`src/design/fmsp_pkg.sv`:
```
// Package for the file mode string parser: character codes, permission masks,
// parse phase and operator types, and the clause apply function.
// No dependencies; used by the interfaces and the top level.
package fmsp_pkg;

  localparam int unsigned CharW = 8;
  localparam int unsigned ModeW = 12;

  // Who masks
  localparam logic [ModeW-1:0] M_USER  = 12'o5700;
  localparam logic [ModeW-1:0] M_GROUP = 12'o2070;
  localparam logic [ModeW-1:0] M_OTHER = 12'o0007;
  localparam logic [ModeW-1:0] M_ALL   = 12'o1777;

  // Permission bits
  localparam logic [ModeW-1:0] B_READ   = 12'o0444;
  localparam logic [ModeW-1:0] B_WRITE  = 12'o0222;
  localparam logic [ModeW-1:0] B_EXEC   = 12'o0111;
  localparam logic [ModeW-1:0] B_SETID  = 12'o6000;
  localparam logic [ModeW-1:0] B_STICKY = 12'o1000;

  // Character codes
  localparam logic [CharW-1:0] CH_NUL   = 8'h00;
  localparam logic [CharW-1:0] CH_0     = 8'h30;
  localparam logic [CharW-1:0] CH_7     = 8'h37;
  localparam logic [CharW-1:0] CH_PLUS  = 8'h2B;
  localparam logic [CharW-1:0] CH_MINUS = 8'h2D;
  localparam logic [CharW-1:0] CH_EQ    = 8'h3D;
  localparam logic [CharW-1:0] CH_COMMA = 8'h2C;
  localparam logic [CharW-1:0] CH_U     = 8'h75;
  localparam logic [CharW-1:0] CH_G     = 8'h67;
  localparam logic [CharW-1:0] CH_O     = 8'h6F;
  localparam logic [CharW-1:0] CH_A     = 8'h61;
  localparam logic [CharW-1:0] CH_R     = 8'h72;
  localparam logic [CharW-1:0] CH_W     = 8'h77;
  localparam logic [CharW-1:0] CH_X     = 8'h78;
  localparam logic [CharW-1:0] CH_S     = 8'h73;
  localparam logic [CharW-1:0] CH_T     = 8'h74;

  typedef enum logic [2:0] {
    PH_START  = 3'd0,
    PH_DIGITS = 3'd1,
    PH_WHO    = 3'd2,
    PH_OPCHK  = 3'd3,
    PH_PFIRST = 3'd4,
    PH_PERM   = 3'd5,
    PH_SKIP   = 3'd6
  } phase_e;

  typedef enum logic [1:0] {
    OP_NONE = 2'd0,
    OP_ADD  = 2'd1,
    OP_SUB  = 2'd2,
    OP_SET  = 2'd3
  } op_e;

  // Apply one operator to the mode, limited to the who mask
  function automatic logic [ModeW-1:0] apply_op(input logic [ModeW-1:0] mode,
                                                input logic [ModeW-1:0] operand,
                                                input logic [ModeW-1:0] who,
                                                input op_e op);
    logic [ModeW-1:0] b;
    logic [ModeW-1:0] r;
    b = operand & who;
    case (op)
      OP_ADD:  r = mode | b;
      OP_SUB:  r = mode & ~b;
      OP_SET:  r = (mode & ~who) | b;
      default: r = mode;
    endcase
    return r;
  endfunction

endpackage

```
`src/design/fmsp_in_if.sv`:
```
// Input channel of the file mode string parser: one character per transaction.
// Depends on fmsp_pkg for the field widths.
interface fmsp_in_if;
  logic                          valid;
  logic                          ready;
  logic [fmsp_pkg::CharW-1:0]    ch;
  logic [fmsp_pkg::ModeW-1:0]    start_mode;

  modport source (output valid, output ch, output start_mode, input ready);
  modport sink   (input valid, input ch, input start_mode, output ready);
endinterface

```
`src/design/fmsp_out_if.sv`:
```
// Output channel of the file mode string parser: one result per string.
// Depends on fmsp_pkg for the field widths.
interface fmsp_out_if;
  logic                          valid;
  logic                          ready;
  logic [fmsp_pkg::ModeW-1:0]    new_mode;
  logic                          invalid;

  modport source (output valid, output new_mode, output invalid, input ready);
  modport sink   (input valid, input new_mode, input invalid, output ready);
endinterface

```
`src/design/file_mode_string_parser_top.sv`:
```
// Top level of the file mode string parser (chmod-style octal / symbolic modes).
// Depends on fmsp_pkg, fmsp_in_if and fmsp_out_if.
//
//   channel | direction | payload                  | transaction
//   in_i    | sink      | ch, start_mode           | one character, NUL ends string
//   out_o   | source    | new_mode, invalid        | one result per NUL character
//
// One character per cycle sustained while no stalled result holds a terminator.
// A character is held in the input register, and the parse state and the result
// register are updated from it when it leaves, so each result is registered.
// Reset clears the parse state to the start of a string; no clearing pass.
// A stalled result blocks only a terminator behind it; other characters flow on.
module file_mode_string_parser_top (
  input  logic            clk_i,
  input  logic            rst_ni,
  fmsp_in_if.sink         in_i,
  fmsp_out_if.source      out_o
);

  localparam int unsigned CW = fmsp_pkg::CharW;
  localparam int unsigned MW = fmsp_pkg::ModeW;

  // Input register
  logic              stage_valid_q;
  logic [CW-1:0]     stage_ch_q;
  logic [MW-1:0]     stage_mode_q;

  // Parse state
  fmsp_pkg::phase_e  phase_q, phase_d;
  fmsp_pkg::op_e     op_q, op_d;
  logic [MW-1:0]     orig_q, orig_d;
  logic [MW-1:0]     work_q, work_d;
  logic [MW-1:0]     octal_q, octal_d;
  logic [MW-1:0]     who_q, who_d;
  logic [MW-1:0]     perm_q, perm_d;

  // Result register
  logic              out_valid_q;
  logic [MW-1:0]     out_mode_q;
  logic              out_bad_q;

  logic              emit;
  logic              bad;
  logic [MW-1:0]     res_mode;
  logic              out_free;
  logic              stage_adv;
  logic              in_fire;

  // Handshake
  assign out_free  = !out_valid_q || out_o.ready;
  assign stage_adv = stage_valid_q && ((stage_ch_q != fmsp_pkg::CH_NUL) || out_free);
  assign in_i.ready = !stage_valid_q || stage_adv;
  assign in_fire   = in_i.valid && in_i.ready;

  assign out_o.valid    = out_valid_q;
  assign out_o.new_mode = out_mode_q;
  assign out_o.invalid  = out_bad_q;

  // Per-character parse step
  always_comb begin
    logic [CW-1:0] c;
    logic [2:0]    trip;
    logic          do_who;
    logic          do_perm;
    logic          do_op;
    c        = stage_ch_q;
    trip     = '0;
    do_who   = 1'b0;
    do_perm  = 1'b0;
    do_op    = 1'b0;
    phase_d  = phase_q;
    op_d     = op_q;
    orig_d   = orig_q;
    work_d   = work_q;
    octal_d  = octal_q;
    who_d    = who_q;
    perm_d   = perm_q;
    emit     = 1'b0;
    bad      = 1'b0;
    res_mode = work_q;

    // first character samples the current mode
    if (phase_d == fmsp_pkg::PH_START) begin
      orig_d  = stage_mode_q;
      work_d  = stage_mode_q;
      octal_d = '0;
      phase_d = fmsp_pkg::PH_DIGITS;
    end

    case (phase_d)
      fmsp_pkg::PH_DIGITS: begin
        if (c >= fmsp_pkg::CH_0 && c <= fmsp_pkg::CH_7) begin
          octal_d = {octal_d[MW-4:0], c[2:0]};
        end else if (c == fmsp_pkg::CH_NUL) begin
          emit     = 1'b1;
          res_mode = octal_d;
        end else begin
          who_d   = '0;
          phase_d = fmsp_pkg::PH_WHO;
          do_who  = 1'b1;
        end
      end
      fmsp_pkg::PH_WHO:   do_who = 1'b1;
      fmsp_pkg::PH_OPCHK: do_op  = 1'b1;
      fmsp_pkg::PH_PFIRST: begin
        if (c == fmsp_pkg::CH_U || c == fmsp_pkg::CH_G || c == fmsp_pkg::CH_O) begin
          // copy source: one rwx triple repeated into all classes
          if (c == fmsp_pkg::CH_U)      trip = work_d[8:6];
          else if (c == fmsp_pkg::CH_G) trip = work_d[5:3];
          else                          trip = work_d[2:0];
          work_d  = fmsp_pkg::apply_op(work_d, {3'b000, trip, trip, trip}, who_d, op_d);
          phase_d = fmsp_pkg::PH_OPCHK;
        end else begin
          phase_d = fmsp_pkg::PH_PERM;
          do_perm = 1'b1;
        end
      end
      fmsp_pkg::PH_PERM: do_perm = 1'b1;
      default: begin
        // skipping the rest of a malformed string
        if (c == fmsp_pkg::CH_NUL) begin
          emit     = 1'b1;
          bad      = 1'b1;
          res_mode = orig_d;
        end else begin
          phase_d = fmsp_pkg::PH_SKIP;
        end
      end
    endcase

    // who letters; anything else closes the who list
    if (do_who) begin
      case (c)
        fmsp_pkg::CH_U: who_d = who_d | fmsp_pkg::M_USER;
        fmsp_pkg::CH_G: who_d = who_d | fmsp_pkg::M_GROUP;
        fmsp_pkg::CH_O: who_d = who_d | fmsp_pkg::M_OTHER;
        fmsp_pkg::CH_A: who_d = who_d | fmsp_pkg::M_ALL;
        default: begin
          if (who_d == '0) who_d = fmsp_pkg::M_ALL;
          phase_d = fmsp_pkg::PH_OPCHK;
          do_op   = 1'b1;
        end
      endcase
    end

    // permission letters; anything else applies the pending operator
    if (do_perm) begin
      case (c)
        fmsp_pkg::CH_R: perm_d = perm_d | fmsp_pkg::B_READ;
        fmsp_pkg::CH_W: perm_d = perm_d | fmsp_pkg::B_WRITE;
        fmsp_pkg::CH_X: perm_d = perm_d | fmsp_pkg::B_EXEC;
        fmsp_pkg::CH_S: perm_d = perm_d | fmsp_pkg::B_SETID;
        fmsp_pkg::CH_T: perm_d = perm_d | fmsp_pkg::B_STICKY;
        default: begin
          work_d  = fmsp_pkg::apply_op(work_d, perm_d, who_d, op_d);
          phase_d = fmsp_pkg::PH_OPCHK;
          do_op   = 1'b1;
        end
      endcase
    end

    // operator, clause separator or terminator
    if (do_op) begin
      case (c)
        fmsp_pkg::CH_PLUS, fmsp_pkg::CH_MINUS, fmsp_pkg::CH_EQ: begin
          if (c == fmsp_pkg::CH_PLUS)       op_d = fmsp_pkg::OP_ADD;
          else if (c == fmsp_pkg::CH_MINUS) op_d = fmsp_pkg::OP_SUB;
          else                              op_d = fmsp_pkg::OP_SET;
          perm_d  = '0;
          phase_d = fmsp_pkg::PH_PFIRST;
        end
        fmsp_pkg::CH_COMMA: begin
          who_d   = '0;
          phase_d = fmsp_pkg::PH_WHO;
        end
        fmsp_pkg::CH_NUL: begin
          emit     = 1'b1;
          res_mode = work_d;
        end
        default: phase_d = fmsp_pkg::PH_SKIP;
      endcase
    end

    // a result ends the string
    if (emit) begin
      phase_d = fmsp_pkg::PH_START;
      octal_d = '0;
      who_d   = '0;
      op_d    = fmsp_pkg::OP_NONE;
      perm_d  = '0;
    end
  end

  // Input register
  always_ff @(posedge clk_i or negedge rst_ni) begin
    if (!rst_ni) begin
      stage_valid_q <= 1'b0;
    end else if (in_i.ready) begin
      stage_valid_q <= in_i.valid;
    end
  end

  always_ff @(posedge clk_i) begin
    if (in_fire) begin
      stage_ch_q   <= in_i.ch;
      stage_mode_q <= in_i.start_mode;
    end
  end

  // Parse state
  always_ff @(posedge clk_i or negedge rst_ni) begin
    if (!rst_ni) begin
      phase_q <= fmsp_pkg::PH_START;
      op_q    <= fmsp_pkg::OP_NONE;
      orig_q  <= '0;
      work_q  <= '0;
      octal_q <= '0;
      who_q   <= '0;
      perm_q  <= '0;
    end else if (stage_adv) begin
      phase_q <= phase_d;
      op_q    <= op_d;
      orig_q  <= orig_d;
      work_q  <= work_d;
      octal_q <= octal_d;
      who_q   <= who_d;
      perm_q  <= perm_d;
    end
  end

  // Result register
  always_ff @(posedge clk_i or negedge rst_ni) begin
    if (!rst_ni) begin
      out_valid_q <= 1'b0;
    end else if (stage_adv && emit) begin
      out_valid_q <= 1'b1;
    end else if (out_o.ready) begin
      out_valid_q <= 1'b0;
    end
  end

  always_ff @(posedge clk_i) begin
    if (stage_adv && emit) begin
      out_mode_q <= res_mode;
      out_bad_q  <= bad;
    end
  end

  // Assertions
  a_term_gives_result: assert property (@(posedge clk_i) disable iff (!rst_ni)
    stage_adv && (stage_ch_q == fmsp_pkg::CH_NUL) |=> out_valid_q)
    else $error("terminator did not produce a result");

  a_result_from_term: assert property (@(posedge clk_i) disable iff (!rst_ni)
    $rose(out_valid_q) |-> $past(stage_valid_q && (stage_ch_q == fmsp_pkg::CH_NUL)))
    else $error("result without a terminator");

  a_term_restarts: assert property (@(posedge clk_i) disable iff (!rst_ni)
    stage_adv && (stage_ch_q == fmsp_pkg::CH_NUL) |=> phase_q == fmsp_pkg::PH_START)
    else $error("parser did not return to string start after terminator");

  a_skip_is_bad: assert property (@(posedge clk_i) disable iff (!rst_ni)
    stage_adv && (stage_ch_q == fmsp_pkg::CH_NUL) && (phase_q == fmsp_pkg::PH_SKIP)
    |=> out_bad_q)
    else $error("malformed string reported as valid");

  a_no_overrun: assert property (@(posedge clk_i) disable iff (!rst_ni)
    out_valid_q && !out_o.ready |=> $stable(out_mode_q) && $stable(out_bad_q))
    else $error("stalled result overwritten");

endmodule
```
`src/flat_wrapper.sv`:
```
// flat-port wrapper written by rule: the top's interface ports become plain ports
module file_mode_string_parser_top_flat 
  (clk_i, rst_ni, in_i_valid, in_i_ch, in_i_start_mode, in_i_ready, out_o_valid, out_o_new_mode, out_o_invalid, out_o_ready);
  fmsp_in_if in_i_i ();
  fmsp_out_if out_o_i ();
  input  logic clk_i;
  input  logic rst_ni;
  input wire logic [$bits(in_i_i.valid)-1:0] in_i_valid;
  input wire logic [$bits(in_i_i.ch)-1:0] in_i_ch;
  input wire logic [$bits(in_i_i.start_mode)-1:0] in_i_start_mode;
  output wire logic [$bits(in_i_i.ready)-1:0] in_i_ready;
  output wire logic [$bits(out_o_i.valid)-1:0] out_o_valid;
  output wire logic [$bits(out_o_i.new_mode)-1:0] out_o_new_mode;
  output wire logic [$bits(out_o_i.invalid)-1:0] out_o_invalid;
  input wire logic [$bits(out_o_i.ready)-1:0] out_o_ready;
  assign in_i_i.valid = in_i_valid;
  assign in_i_i.ch = in_i_ch;
  assign in_i_i.start_mode = in_i_start_mode;
  assign in_i_ready = in_i_i.ready;
  assign out_o_valid = out_o_i.valid;
  assign out_o_new_mode = out_o_i.new_mode;
  assign out_o_invalid = out_o_i.invalid;
  assign out_o_i.ready = out_o_ready;
  file_mode_string_parser_top u_core (.clk_i(clk_i), .rst_ni(rst_ni), .in_i(in_i_i), .out_o(out_o_i));
endmodule
```
`config.mk`:
```
export PLATFORM = sky130hd
export DESIGN_NAME = file_mode_string_parser_top_flat
export DESIGN_NICKNAME = d
export VERILOG_FILES = /design/src/design/fmsp_pkg.sv /design/src/design/fmsp_in_if.sv /design/src/design/fmsp_out_if.sv /design/src/design/file_mode_string_parser_top.sv /design/src/flat_wrapper.sv
export SDC_FILE = /design/constraint.sdc
export NUM_CORES = 1
export LEC_CHECK = 0
export BUFFER_PORTS_ARGS = -buffer_cell sky130_fd_sc_hd__buf_2
export CAP_MARGIN = 20
export CORE_MARGIN = 2
export CORE_UTILIZATION = 60
export CTS_BUF_LIST = sky130_fd_sc_hd__clkbuf_8
export DETAILED_ROUTE_END_ITERATION = 12
export PLACE_DENSITY = 0.83
export SETUP_SLACK_MARGIN = 0.1
export SYNTH_ARGS = -nofsm -noshare
export SYNTH_HDL_FRONTEND = slang
export SYNTH_SLANG_ARGS = --single-unit
```
`constraint.sdc`:
```
create_clock -name clk_i -period 4.4 [get_ports clk_i]
set_input_delay 0.22 -clock clk_i [delete_from_list [all_inputs] [get_ports clk_i]]
set_output_delay 0.22 -clock clk_i [all_outputs]
set_load 0.1 [all_outputs]
```
==> impl_results.md <==
* Final setup viols at 0
* Met2 usage at 0.538
* Clock buffer depth at 2
* DRC viols at 0
* Clk sink count at 100
* Vias after detailed routing at 4,964
* #FFs+latches synth at 100
* Clock-pin slew on the worst setup and hold paths at 0.09 ns
* Remaining global-route overflow at 0
* Ant diodes at 0
* Top-count cell post-synth: dfrtp_1
* Area contributors post-synth: dfrtp_1, edfxtp_1, a22o_1
* Fmax at 329 MHz
* DIE WIDTH at 102 µm
* Ys flop type: dfrtp_1
* Post-Place Setup Slack at 1.44 ns
* Max Fanout on Critical Path at 17
* Hold Crit Start: in_i_start_mode[3]
* Clock Latency Late Sink at 0.38 ns
* Ys async rst share at 0.670
* CTS buffer count at 9
* Gr usage total at 0.351
* RR Startpoint: u_core.stage_ch_q[2]
* Critical Path AT at 3.17 ns
* Final wirelength at 17.0 mm
* CP Class: flop to flop
* Max Transition Viols Final at 0
* Status: complete, no violations
* Synth cell types at 77
* Grt peak-use layer: met2
* CTS tree: done
* Largest net degree at the start of global routing at 38
* Final hold violation count at 0
* Average size of a mapped cell at 10.3 µm²
* Die span in y at 102 µm
* Final setup margin at 1.36 ns
* Fill count at 710
* Drt first-iter violations at 429
* Worst Reg-to-Reg Cells at 7
* Vias in the first global route at 4,687
* Biggest area consumer among synthesized cells: dfrtp_1
* First-pass GRT wire length at 26.6 mm
* Max VDD drop at 0.266 mV
* Grt met1 use at 0.479
* Core ar. at 9240 µm²
* Hold slack at 0.0128 ns
* Reg2reg end: u_core.out_o.new_mode[3]
* Share of layout cells above drive strength 1 at 0.182
* CTS root buf: clkbuf_8
* Post-CTS setup repair buffer count at 0
* Unrepaired setup endpoints after global routing: no
* Setup_tns at 0 ns
* Critical Path RT at 4.53 ns
* Boundary Pins at 39
* Final #Nets at 600
* Layout Skew at 0.0127 ns
* Die Footprint at 10,300 µm²
* Worst relative slew slack at 0.404
* Final period utilization at 0.691
* Hold Path End: u_core.stage_mode_q[3]
* Area delta synth->final at 8.13%
* Top-area cell type share of the netlist area at 0.293
* Leak pwr at 2.46 nW
* Row count at 35
* Sequential area share after synthesis at 0.467
* Final min period at 3.04 ns
* Power per cell area at 454 nW/µm²
* Yosys warning count at 0
* WL per Instance at 24.0 µm
* Number of synthesized flops with an enable pin at 33
* Hold Crit Class: input port to flop
* PortBufs at 38
* CTS H-tree depth at 3
* Cells after Synth at 552
* Worst-margin pin slew at 0.894 ns
* Detailed Place HPWL at 12.8 mm
* DR vias/cell at 6.99
* CP startpoint kind: flop
* Met3 Use GR at 0.0545
* Worst Setup End Kind: flop
* First-pass DRT Iterations at 7
* Mapped Nets at 576
* Max Cap Viol at 0
* Initial antenna violation count at 0
* Post-synth top cells: dfrtp_1, edfxtp_1, nor2_1
* Area of the mapped netlist at 5710 µm²
* DRT antenna net count at 0
* R2R Setup Slk at 1.36 ns
* GP Congestion at 0.941
* Initial Utilization at 0.618
* Hold path depth at 1
## timing repair
item | in CTS | in global routing
resized for setup | 0 | 0
hold buffers | 1 | 1
hold endpoints to repair | 30 | 1
## cells by family (layout without fill, tap and decap cells)
group / after synthesis / in the layout / share of synthesized area
XOR/XNOR: 1 / 1 / 0.00153
flip-flops: 100 / 100 / 0.467
buffers and inverters: 44 / 73 / 0.0377
AND/OR/NAND/NOR: 171 / 171 / 0.172
AO/OA/AOI/OAI: 217 / 217 / 0.279
multiplexers: 19 / 19 / 0.0429
## layer usage
layer	share of wire	routed length, µm
met1	0.41	7040
met2	0.45	7590
met3	0.081	1370
met4	0.059	1010
met5	0	0
## critical path, cell delays in order, from the launching register on
cell	delay, ns
edfxtp_1	0.74
nand2b_1	0.34
nor3_1	0.77
nor2_1	0.11
o31ai_1	0.38
o21ai_1	0.13
a211oi_1	0.26
nor2_1	0.07
## layout by cell type, fill, tap and decap left out, drive strengths merged, types with 14 or more instances in the layout
cell type and instances:
and3 14, a21oi 31, o21ai 33, o21a 18, a22o 24, nor2 32
buf 49, nand2 29, edfxtp 33, dfrtp 67, mux2 14, a31oi 20
## through the flow
step	area, µm²	std cells	total power [W]	util
after floorplan	5710	552	0.00195	-
after global placement	5970	692	0.00219	0.646
after detailed placement	5970	692	0.00221	0.646
after CTS	6170	709	0.00278	0.667
after global routing	6180	710	0.00295	0.669
final	6180	710	0.00281	0.669
## where the power goes
| part | switching (W) | internal (W) | total [W] |
|---|---|---|---|
| Combinational | 0.000472 | 0.000387 | 0.000859 |
| Sequential | 0.000243 | 0.00112 | 0.00137 |
| Clock | 0.000317 | 0.000262 | 0.000579 |
## sequential cells by signal (all words and copies together), names as in the netlist
name and cells:
u_core.stage_mode_q 12, u_core.op_q 2, u_core.who_q 12, u_core.stage_ch_q 8, u_core.work_q 12, u_core.phase_q 3
u_core.octal_q 12, u_core.out_o.valid 1, u_core.orig_q 12, u_core.out_o.new_mode 12, u_core.stage_valid_q 1, u_core.perm_q 12
u_core.out_o.invalid 1
## final cells by class
class	count	area [µm²]	share of cell area
Multi-Input combinational cell	408	2840	0.460
Sequential cell	100	2670	0.432
Timing Repair Buffer	51	293	0.0474
Tap cell	129	161	0.0261
Clock buffer	9	124	0.0201
Clock inverter	7	67.6	0.0109
Inverter	6	22.5	0.00365
## worst max path at each step
stage	start	to	slack [ns]	cells past startpoint
2_1_floorplan	u_core.stage_ch_q[7]	u_core.stage_ch_q[0]	1.43	5
3_3_place_gp	u_core.phase_q[1]	u_core.out_o.new_mode[5]	1.44	8
3_5_place_dp	u_core.phase_q[1]	u_core.out_o.new_mode[5]	1.44	8
4_1_cts	u_core.phase_q[1]	u_core.out_o.new_mode[5]	1.44	8
5_1_grt	u_core.stage_ch_q[2]	u_core.out_o.new_mode[3]	1.13	7
6_report	u_core.stage_ch_q[2]	u_core.out_o.new_mode[3]	1.36	7
Power figures use the tool's default switching activity.
